## config.mk

```make
export PLATFORM = sky130hd
export DESIGN_NAME = stepper_phase_sequencer_flat
export DESIGN_NICKNAME = d
export VERILOG_FILES = /design/src/design/sps_pkg.sv /design/src/design/sps_cmd_if.sv /design/src/design/sps_res_if.sv /design/src/design/sps_cfg_if.sv /design/src/design/stepper_phase_sequencer.sv /design/src/flat_wrapper.sv
export SDC_FILE = /design/constraint.sdc
export NUM_CORES = 1
export LEC_CHECK = 0
export BUFFER_PORTS_ARGS = -buffer_cell sky130_fd_sc_hd__buf_2
export CORE_MARGIN = 1.5
export CORE_UTILIZATION = 35
export CTS_CLUSTER_DIAMETER = 120
export DETAILED_ROUTE_END_ITERATION = 10
export HOLD_SLACK_MARGIN = 0.03
export SETUP_SLACK_MARGIN = 0.2
export SYNTH_ARGS = -nofsm -noshare
export SYNTH_HDL_FRONTEND = slang
export SYNTH_SLANG_ARGS = --single-unit
```

## constraint.sdc

```tcl
create_clock -name clk -period 9.5 [get_ports clk]
set_clock_uncertainty 0.1 [all_clocks]
set_input_delay 1.425 -clock clk [delete_from_list [all_inputs] [get_ports clk]]
set_output_delay 1.425 -clock clk [all_outputs]
set_load 0.05 [all_outputs]
```

## src/design/sps_pkg.sv

```systemverilog
// Package for the stepper phase sequencer: field widths, register indexes,
// the coil pattern table and the step scaling constants. No dependencies.
`timescale 1ns / 1ps
`default_nettype none

package sps_pkg;

  localparam int ANGLE_FRAC_BITS = 4;
  localparam int ANGLE_W         = 16;
  localparam int MAG_W           = ANGLE_W + 1;
  localparam int SPR_W           = 14;
  localparam int DELAY_W         = 10;
  localparam int COIL_W          = 4;
  localparam int PHASE_W         = 3;
  localparam int STEPS_W         = 17;
  localparam int CFG_DATA_W      = 14;

  localparam logic [STEPS_W-1:0] STEPS_MAX = {STEPS_W{1'b1}};
  localparam int SPECIAL_ANGLE = 400 << ANGLE_FRAC_BITS;

  // The divisor 360 << ANGLE_FRAC_BITS is 45 << (3 + ANGLE_FRAC_BITS).
  localparam int PROD_W   = MAG_W + SPR_W;
  localparam int DIV_SH   = 3 + ANGLE_FRAC_BITS;
  localparam int X_W      = PROD_W - DIV_SH;
  localparam int RECIP_SH = 30;
  localparam int RECIP_W  = 25;
  localparam logic [RECIP_W-1:0] RECIP_45 = RECIP_W'(((64'd1 << RECIP_SH) + 64'd44) / 64'd45);
  localparam int QPROD_W  = X_W + RECIP_W;
  localparam int QUOT_W   = QPROD_W - RECIP_SH;

  localparam logic [SPR_W-1:0]   SPR_RESET   = SPR_W'(2048);
  localparam logic [DELAY_W-1:0] DELAY_RESET = DELAY_W'(10);

  typedef enum logic [1:0] {
    REG_HALF_STEP_MODE = 2'd0,
    REG_STEPS_PER_REV  = 2'd1,
    REG_STEP_DELAY     = 2'd2
  } cfg_index_t;

  typedef enum logic {
    OP_TICK = 1'b0,
    OP_MOVE = 1'b1
  } op_t;

  localparam logic [COIL_W-1:0] HALF_TABLE [8] = '{
    4'd1, 4'd3, 4'd2, 4'd6, 4'd4, 4'd12, 4'd8, 4'd9
  };

  function automatic logic [COIL_W-1:0] pattern_at(logic [PHASE_W-1:0] p, logic rev,
                                                   logic half);
    logic [PHASE_W-1:0] k;
    k = half ? p : {1'b0, p[1:0]};
    if (rev) begin
      k = half ? ~k : {1'b0, ~k[1:0]};
    end
    if (!half) begin
      k = {k[1:0], 1'b0};
    end
    return HALF_TABLE[k];
  endfunction

endpackage

`default_nettype wire

```

## src/design/sps_cmd_if.sv

```systemverilog
// Channel for input words of the stepper phase sequencer: op and angle.
// Depends on sps_pkg.
`timescale 1ns / 1ps
`default_nettype none

interface sps_cmd_if;
  import sps_pkg::*;

  logic                      valid;
  logic                      ready;
  logic                      op;
  logic signed [ANGLE_W-1:0] angle;

  modport source (output valid, output op, output angle, input ready);
  modport sink (input valid, input op, input angle, output ready);
endinterface

`default_nettype wire

```

## src/design/sps_res_if.sv

```systemverilog
// Channel for result words of the stepper phase sequencer: coils and busy.
// Depends on sps_pkg.
`timescale 1ns / 1ps
`default_nettype none

interface sps_res_if;
  import sps_pkg::*;

  logic              valid;
  logic              ready;
  logic [COIL_W-1:0] coils;
  logic              busy_res;

  modport source (output valid, output coils, output busy_res, input ready);
  modport sink (input valid, input coils, input busy_res, output ready);
endinterface

`default_nettype wire

```

## src/design/sps_cfg_if.sv

```systemverilog
// Configuration write channel of the stepper phase sequencer.
// Depends on sps_pkg.
`timescale 1ns / 1ps
`default_nettype none

interface sps_cfg_if;
  import sps_pkg::*;

  logic                  valid;
  logic                  ready;
  logic [1:0]            index;
  logic [CFG_DATA_W-1:0] data;

  modport source (output valid, output index, output data, input ready);
  modport sink (input valid, input index, input data, output ready);
endinterface

`default_nettype wire

```

## src/design/stepper_phase_sequencer.sv

```systemverilog
// Stepper phase sequencer: four coil lines driven from move and tick words.
// Depends on sps_pkg, sps_cmd_if, sps_res_if and sps_cfg_if.
// Each accepted word yields one result word. One word is accepted per cycle
// unless res.ready stalls. The first stage multiplies the angle magnitude by
// the steps per revolution, the second divides by a reciprocal multiply, the
// third updates the motor state and holds the result. Reset clears the
// pipeline and state, turns the coils off and loads the register defaults.
`timescale 1ns / 1ps
`default_nettype none

module stepper_phase_sequencer (
  input  wire logic clk,
  input  wire logic rst,
  sps_cmd_if.sink   cmd,
  sps_res_if.source res,
  sps_cfg_if.sink   cfg
);
  import sps_pkg::*;

  typedef struct packed {
    logic              op;
    logic              special;
    logic              neg;
    logic [PROD_W-1:0] prod;
  } s1_t;

  typedef struct packed {
    logic               op;
    logic               special;
    logic               neg;
    logic [STEPS_W-1:0] steps;
  } s2_t;

  logic               half_step_mode;
  logic [SPR_W-1:0]   steps_per_rev;
  logic [DELAY_W-1:0] step_delay;

  logic s1_valid, s2_valid, out_valid;
  s1_t  s1, s1_next;
  s2_t  s2, s2_next;
  logic take3, ready2, ready1;

  logic [PHASE_W-1:0] phase_index, phase_index_next;
  logic [STEPS_W-1:0] steps_left, steps_left_next;
  logic               reverse_dir, reverse_dir_next;
  logic               run_forever, run_forever_next;
  logic [DELAY_W-1:0] delay_count, delay_count_next;
  logic [COIL_W-1:0]  coil_reg, coil_reg_next;

  logic [MAG_W-1:0]   ang_ext;
  logic [MAG_W-1:0]   mag;
  logic [X_W-1:0]     x_val;
  logic [QPROD_W-1:0] qprod;
  logic [QUOT_W-1:0]  quot;
  logic [DELAY_W-1:0] hold;
  logic [STEPS_W-1:0] steps_dec;
  logic [PHASE_W-1:0] phase_adv;

  assign cfg.ready = 1'b1;

  always_ff @(posedge clk) begin
    if (rst) begin
      half_step_mode <= 1'b0;
      steps_per_rev  <= SPR_RESET;
      step_delay     <= DELAY_RESET;
    end else if (cfg.valid) begin
      case (cfg_index_t'(cfg.index))
        REG_HALF_STEP_MODE: half_step_mode <= cfg.data[0];
        REG_STEPS_PER_REV:  steps_per_rev  <= cfg.data[SPR_W-1:0];
        REG_STEP_DELAY:     step_delay     <= cfg.data[DELAY_W-1:0];
        default: ;
      endcase
    end
  end

  assign take3     = !out_valid || res.ready;
  assign ready2    = !s2_valid || take3;
  assign ready1    = !s1_valid || ready2;
  assign cmd.ready = ready1;

  always_comb begin
    ang_ext         = {cmd.angle[ANGLE_W-1], cmd.angle};
    mag             = cmd.angle[ANGLE_W-1] ? (~ang_ext + MAG_W'(1)) : ang_ext;
    s1_next.op      = cmd.op;
    s1_next.special = (32'(cmd.angle) == SPECIAL_ANGLE);
    s1_next.neg     = cmd.angle[ANGLE_W-1];
    s1_next.prod    = PROD_W'(mag) * PROD_W'(steps_per_rev);
  end

  always_comb begin
    x_val           = s1.prod[PROD_W-1:DIV_SH];
    qprod           = QPROD_W'(x_val) * QPROD_W'(RECIP_45);
    quot            = qprod[QPROD_W-1:RECIP_SH];
    s2_next.op      = s1.op;
    s2_next.special = s1.special;
    s2_next.neg     = s1.neg;
    s2_next.steps   = (quot > QUOT_W'(STEPS_MAX)) ? STEPS_MAX : quot[STEPS_W-1:0];
  end

  always_ff @(posedge clk) begin
    if (rst) begin
      s1_valid <= 1'b0;
      s2_valid <= 1'b0;
    end else begin
      if (ready1) begin
        s1_valid <= cmd.valid;
      end
      if (ready2) begin
        s2_valid <= s1_valid;
      end
    end
  end

  always_ff @(posedge clk) begin
    if (ready1) begin
      s1 <= s1_next;
    end
    if (ready2) begin
      s2 <= s2_next;
    end
  end

  always_comb begin
    phase_index_next = phase_index;
    steps_left_next  = steps_left;
    reverse_dir_next = reverse_dir;
    run_forever_next = run_forever;
    delay_count_next = delay_count;
    coil_reg_next    = coil_reg;
    hold             = (step_delay == '0) ? DELAY_W'(1) : step_delay;
    steps_dec        = run_forever ? steps_left : steps_left - STEPS_W'(1);
    phase_adv        = half_step_mode ? phase_index + PHASE_W'(1)
                                      : {1'b0, phase_index[1:0] + 2'd1};
    if (s2.op == OP_MOVE) begin
      phase_index_next = '0;
      delay_count_next = '0;
      if (s2.special) begin
        run_forever_next = 1'b1;
        reverse_dir_next = 1'b0;
        steps_left_next  = '0;
        coil_reg_next    = pattern_at('0, 1'b0, half_step_mode);
      end else begin
        run_forever_next = 1'b0;
        if (s2.steps == '0) begin
          steps_left_next  = '0;
          reverse_dir_next = 1'b0;
          coil_reg_next    = '0;
        end else begin
          steps_left_next  = s2.steps;
          reverse_dir_next = s2.neg;
          coil_reg_next    = pattern_at('0, s2.neg, half_step_mode);
        end
      end
    end else if (run_forever || steps_left != '0) begin
      if ({1'b0, delay_count} + (DELAY_W + 1)'(1) >= {1'b0, hold}) begin
        delay_count_next = '0;
        steps_left_next  = steps_dec;
        if (run_forever || steps_dec != '0) begin
          phase_index_next = phase_adv;
          coil_reg_next    = pattern_at(phase_adv, reverse_dir, half_step_mode);
        end
      end else begin
        delay_count_next = delay_count + DELAY_W'(1);
      end
    end
  end

  always_ff @(posedge clk) begin
    if (rst) begin
      out_valid   <= 1'b0;
      phase_index <= '0;
      steps_left  <= '0;
      reverse_dir <= 1'b0;
      run_forever <= 1'b0;
      delay_count <= '0;
      coil_reg    <= '0;
    end else if (take3) begin
      out_valid <= s2_valid;
      if (s2_valid) begin
        phase_index <= phase_index_next;
        steps_left  <= steps_left_next;
        reverse_dir <= reverse_dir_next;
        run_forever <= run_forever_next;
        delay_count <= delay_count_next;
        coil_reg    <= coil_reg_next;
      end
    end
  end

  assign res.valid    = out_valid;
  assign res.coils    = coil_reg;
  assign res.busy_res = run_forever || (steps_left != '0);

endmodule

`default_nettype wire

```

## src/flat_wrapper.sv

```systemverilog
// flat-port wrapper written by rule: the top's interface ports become plain ports
module stepper_phase_sequencer_flat import sps_pkg::*;
  (clk, rst, cmd_valid, cmd_op, cmd_angle, cmd_ready, res_valid, res_coils, res_busy_res, res_ready, cfg_valid, cfg_index, cfg_data, cfg_ready);
  sps_cmd_if cmd_i ();
  sps_res_if res_i ();
  sps_cfg_if cfg_i ();
  input  wire logic clk;
  input  wire logic rst;
  input wire logic [$bits(cmd_i.valid)-1:0] cmd_valid;
  input wire logic [$bits(cmd_i.op)-1:0] cmd_op;
  input wire logic [$bits(cmd_i.angle)-1:0] cmd_angle;
  output wire logic [$bits(cmd_i.ready)-1:0] cmd_ready;
  output wire logic [$bits(res_i.valid)-1:0] res_valid;
  output wire logic [$bits(res_i.coils)-1:0] res_coils;
  output wire logic [$bits(res_i.busy_res)-1:0] res_busy_res;
  input wire logic [$bits(res_i.ready)-1:0] res_ready;
  input wire logic [$bits(cfg_i.valid)-1:0] cfg_valid;
  input wire logic [$bits(cfg_i.index)-1:0] cfg_index;
  input wire logic [$bits(cfg_i.data)-1:0] cfg_data;
  output wire logic [$bits(cfg_i.ready)-1:0] cfg_ready;
  assign cmd_i.valid = cmd_valid;
  assign cmd_i.op = cmd_op;
  assign cmd_i.angle = cmd_angle;
  assign cmd_ready = cmd_i.ready;
  assign res_valid = res_i.valid;
  assign res_coils = res_i.coils;
  assign res_busy_res = res_i.busy_res;
  assign res_i.ready = res_ready;
  assign cfg_i.valid = cfg_valid;
  assign cfg_i.index = cfg_index;
  assign cfg_i.data = cfg_data;
  assign cfg_ready = cfg_i.ready;
  stepper_phase_sequencer u_core (.clk(clk), .rst(rst), .cmd(cmd_i), .res(res_i), .cfg(cfg_i));
endmodule
```

# Yosys cells after proc, flatten, opt, wreduce, memory -nomap -nowiden
# Memory sizes are Yosys's and may differ from the RTL's.
# Index checks and enable logic that the tools add are counted.
dict set report totals {
  memories 3
  input_bits 38
  regBits 118
  rom_bits 96
}
dict set report op_classes {
  add_sub_neg 6
  eq_ne 3
  n_lt_le_gt_ge 5
  muxes 47
  n_bitwise 6
  n_mul 2
  n_reduce_logical 23
}
# memory depth word_bits read_ports rd_ports_with_merged_regs write_ports line_no
set memory_table {}
lappend memory_table {{(name not given)} 8 4 1 0 0 sps_pkg.sv:59} ;# return HALF_TABLE[k];
lappend memory_table {{(name not given)} 8 4 1 0 0 sps_pkg.sv:59}
lappend memory_table {{(name not given)} 8 4 1 0 0 sps_pkg.sv:59}
# operator n
set ops {}
lappend ops {{2-to-1 mux 17 bit} 7}
lappend ops {{2-to-1 mux 3 bit} 21}
lappend ops {{multiplier 24 x 24 -> 48 bit, second input constant} 1}
lappend ops {{2-to-1 mux 4 bit} 12}
lappend ops {{2-to-1 mux 10 bit} 4}
lappend ops {{nonzero test 17 bit} 2}
lappend ops {{multiplier 17 x 14 -> 31 bit} 1}
lappend ops {{greater-than comparator 19 x 17 -> 1 bit, second input constant} 1}
lappend ops {{adder 17 x 1 -> 17 bit, second input constant} 1}
lappend ops {{logical NOT 17 bit} 1}
lappend ops {{NOT 17 bit} 1}
lappend ops {{subtractor 17 x 1 -> 17 bit, second input constant} 1}
lappend ops {{== test 16 x 14 -> 1 bit, second input constant} 1}
lappend ops {{>= comparator 4 bit, second input constant} 3}
lappend ops {{NOT 3 -> 4 bit} 3}
lappend ops {{adder 10 x 1 -> 11 bit, second input constant} 1}
lappend ops {{>= comparator 11 x 10 -> 1 bit} 1}
lappend ops {{adder 10 x 1 -> 10 bit, second input constant} 1}
lappend ops {{logical NOT 10 bit} 1}
lappend ops {{AND reduction 2 bit} 3}
lappend ops {{AND reduction 3 bit} 2}
lappend ops {{nonzero test 2 bit} 3}
lappend ops {{logical OR 1 bit} 5}
lappend ops {{AND reduction 5 bit} 1}
lappend ops {{other kinds (10)} 14}

# Longest topological paths before layout
dict set report logic_depth {
  depth_word 19
  depth_mapped 31
  ltp_nobuf 29
}

# Least setup slack after synthesis
# Ideal clock, no wire load.
dict set report synth_path {
  kind {in2reg}
  start {in cmd_angle[0]}
  end {reg u_core.s1[30] (netlist name) (data pin)}
  setup_slack_ps 848
  stages 29
  arrival_ps 8293
  n_path_buf 2
  setup_time_ps 260
  required_time_ps 9140
  path_cell_list {clkbuf_1 -> inv_1 -> ha_1 -> nand2_1 -> or3_1 -> or2_2 -> o41ai_1 -> xnor2_1 -> clkbuf_1 -> nand2_1 -> fa_1 -> inv_1 -> fa_1 -> fa_1 -> inv_1 -> fa_1 -> inv_1 -> fa_1 -> fa_1 -> ha_1 -> a21o_1 -> a21o_1 -> a21oi_1 -> o211ai_1 -> a2111oi_1 -> o31ai_1 -> nor4_1 -> nor3_1 -> xnor2_1}
}
# item line_no
set synth_rtl {}
lappend synth_rtl {{start: declaration} flat_wrapper.sv:11} ;# input wire logic [$bits(cmd_i.angle)-1:0] cmd_angle;
lappend synth_rtl {{end signal: assignment} stepper_phase_sequencer.sv:116} ;# s1 <= s1_next;
lappend synth_rtl {{end: declaration} stepper_phase_sequencer.sv:39} ;# s1_t s1, s1_next;

==> flow_metrics.py <==
metrics = {
    "cells_and_area": {
        "insertedDiodeCount": 0,
        "syn_to_final_growth_pct": 6.81,
        "drive_gt1_frac": 0.0466,
        "postLayoutCellArea_um2": 22700,
        "fin_nets": 3007,
    },
    "global_route": {
        "antenna_found_initial": 0,
        "grt_pass1_wl_mm": 82.7,
        "grt_overflow_total": 0,
        "grt_start_max_net_pins": 56,
        "first_global_vias": 16300,
        "grt_use_total": 0.163,
    },
    "synthesis": {
        "synthesis.area_um2": 21300,
        "avgSynthCellArea_um2": 9.36,
        "synth_edf_count": 47,
        "ys_warn_count": 0,
        "ys_ff_latch": 111,
        "yosysSeqAreaShare": 0.127,
        "synth.distinct_cells": 80,
        "synth_ff_type": "dfxtp_1",
        "synthArstFlopShare": 0,
        "synth_cells": 2271,
    },
    "place": {
        "gp_congestion": 0.903,
        "hpwl_mm": 41.8,
        "place_area_um2": 22400,
        "dp_slack_ns": 0.324,
        "port_buffers": 44,
    },
    "floorplan": {
        "die_area_um2": 62200,
        "fp-row-count": 90,
        "die_w_um": 249,
        "io_pins": 46,
        "core_region_area_um2": 60200,
        "initial_core_util": 0.353,
        "die_y_um": 249,
    },
    "timing": {
        "grt_setup_unrepaired": "false",
        "worst_slack_ns": 0.823,
        "setup_violations": 0,
        "finalHoldViolations": 0,
        "final.period_utilization": 0.913,
        "fmax_mhz": 115,
        "hold_slack_ns": 0.337,
        "setup_tns_ns": 0,
        "slew-limit-headroom": 0.172,
        "period_minus_slack_ns": 8.68,
        "tightest_slew_ns": 1.23,
        "slew_viol_final": 0,
    },
    "worst_setup_path": {
        "crit_buf_inv": 4,
        "cpPeakStageDelay_ns": 0.53,
        "crit_family": "adder cells",
        "cp-start-kind": "primary input",
        "critPathSlowestCell": "fa_1",
        "end_kind": "register",
        "cp_common_cell": "fa_1",
        "critPathMaxFanout": 5,
        "cp.arrival_ns": 8.69,
        "regToRegSetupSlack_ns": 1.18,
        "critical_path_class": "primary input to register",
        "worstPathRequired_ns": 9.51,
    },
    "cts": {
        "clk_pin_slew_worst_paths_ns": 0.09,
        "ctsLongestPathBuffers": 2,
        "cts_root_buf": "clkbuf_16",
        "clk_latency_ns": 0.36,
        "cts_tree": "built",
        "clock-sinks": 111,
        "cts_hold_buf": 0,
        "cts_buffers": 9,
        "cts_max_level": 3,
    },
    "routing": {
        "dr.first_iter.drc_count": 830,
        "wl_per_cell_um": 16.2,
        "vias": 15200,
        "routed_wl_mm": 49.7,
        "first_pass_iters": 7,
        "drc_errors": 0,
        "vias_per_cell": 4.93,
        "antenna_left": 0,
    },
    "job": {
        "cap_violations": 0,
    },
    "run_status": {
        "outcome": "complete, no violations",
    },
    "min_path": {
        "worstHoldPathType": "register to register",
    },
}
placed cells by master, fill, tap and decap left out, drive strengths merged, types with 15 or more instances in the layout:
cell | synthesis | final
xnor2 | 48 | 48
nand3 | 17 | 17
edfxtp | 47 | 47
nand2 | 218 | 218
inv | 493 | 494
buf | 13 | 62
fa | 339 | 339
and2 | 97 | 97
a21o | 24 | 24
nor2 | 94 | 94
xor2 | 48 | 48
conb | 2 | 15
a21oi | 72 | 72
nor3 | 21 | 21
o21ai | 45 | 45
nor2b | 15 | 15
nand2b | 24 | 24
a211oi | 18 | 18
dfxtp | 64 | 64
ha | 341 | 341
cells by family after synthesis:
family,Yosys count,share of synthesized area
adders and majority gates,680,0.520
and+or+nand+nor,561,0.129
buffers and inverters,561,0.0998
AOI/OAI and AO/OA,245,0.0774
DFF,111,0.127
xor gates and xnor gates,96,0.0395
muxes,15,0.00730
other,2,0.000353
routing by layer:
layer | routed length [µm] | share of wire | vias to the layer above | GRT usage
li1 | - | - | 7206 | -
met1 | 22900 | 0.46 | 7598 | 0.222
met2 | 23800 | 0.48 | 293 | 0.281
met3 | 1790 | 0.036 | 69 | 0.0132
met4 | 1240 | 0.025 | 0 | 0.0420
met5 | 0 | 0 | - | 0
cells in the mapped netlist, types with 13 or more instances:
cell      number  share of area
nor2_1        94          0.017
ha_1         341           0.20
xnor2_1       48          0.020
mux2i_1       13         0.0061
o21ai_0       42         0.0099
xor2_1        48          0.020
nand2_1      218          0.038
a211oi_1      17         0.0060
nor2b_1       15         0.0044
nand4_1       14         0.0041
fa_1         339           0.32
edfxtp_1      47          0.066
inv_1        493          0.087
nor3_1        20         0.0047
dfxtp_1       64          0.060
nand2b_1      24         0.0071
o21a_1        14         0.0049
a21oi_1       69          0.016
clkbuf_1      55         0.0097
nand3_1       17         0.0040
and2_1        97          0.029
a21o_1        24         0.0085
stage by stage:
stage | instances | util
final | 3076 | 0.377
after global routing | 3076 | 0.377
after CTS | 3076 | 0.377
after detailed placement | 3060 | 0.371
after global placement | 3060 | 0.371
after floorplan | 2284 | -
registers in the layout, indices dropped and copies added, names as in the netlist:
signal and flops:
u_core.steps_per_rev 14, u_core.half_step_mode 1, u_core.step_delay 10, u_core.delay_count 10, u_core.s2_valid 1, u_core.reverse_dir 1
u_core.steps_left 17, u_core.s1 27, u_core.s2 20, u_core.res.valid 1, u_core.res.coils 4, u_core.s1_valid 1
u_core.phase_index 3, u_core.run_forever 1
what timing repair did:
action,4_1_cts,5_1_grt
endpoints found under the hold margin,0,0
setup buffers,0,0
endpoints found under the setup margin,0,1
gates resized for setup,0,1
worst paths after layout:
check / endpoint / cells past startpoint / start
max: u_core.s1[30]$_DFFE_PP_ / 26 / cmd_angle[5]
min: u_core.s2[19]$_DFFE_PP_ / 0 / u_core.s1[33]$_DFFE_PP_
max reg2reg: u_core.s2[1]$_SDFFCE_PN1P_ / 23 / u_core.s1[8]$_DFFE_PP_
min reg2reg: u_core.s2[19]$_DFFE_PP_ / 0 / u_core.s1[33]$_DFFE_PP_
final cells by class:
type / instances / area, µm²
inverter: 493 / 1850
timing repair buffer: 62 / 355
clock buffer: 10 / 250
fill: 5944 / 37500
tap: 782 / 978
clock inverter: 6 / 75.1
sequential: 111 / 2690
multi-input combinational: 1612 / 16500
Power is left out: the tool's default activity adds up to more than one toggle a clock period on the data nets, which glitch-free logic cannot reach.
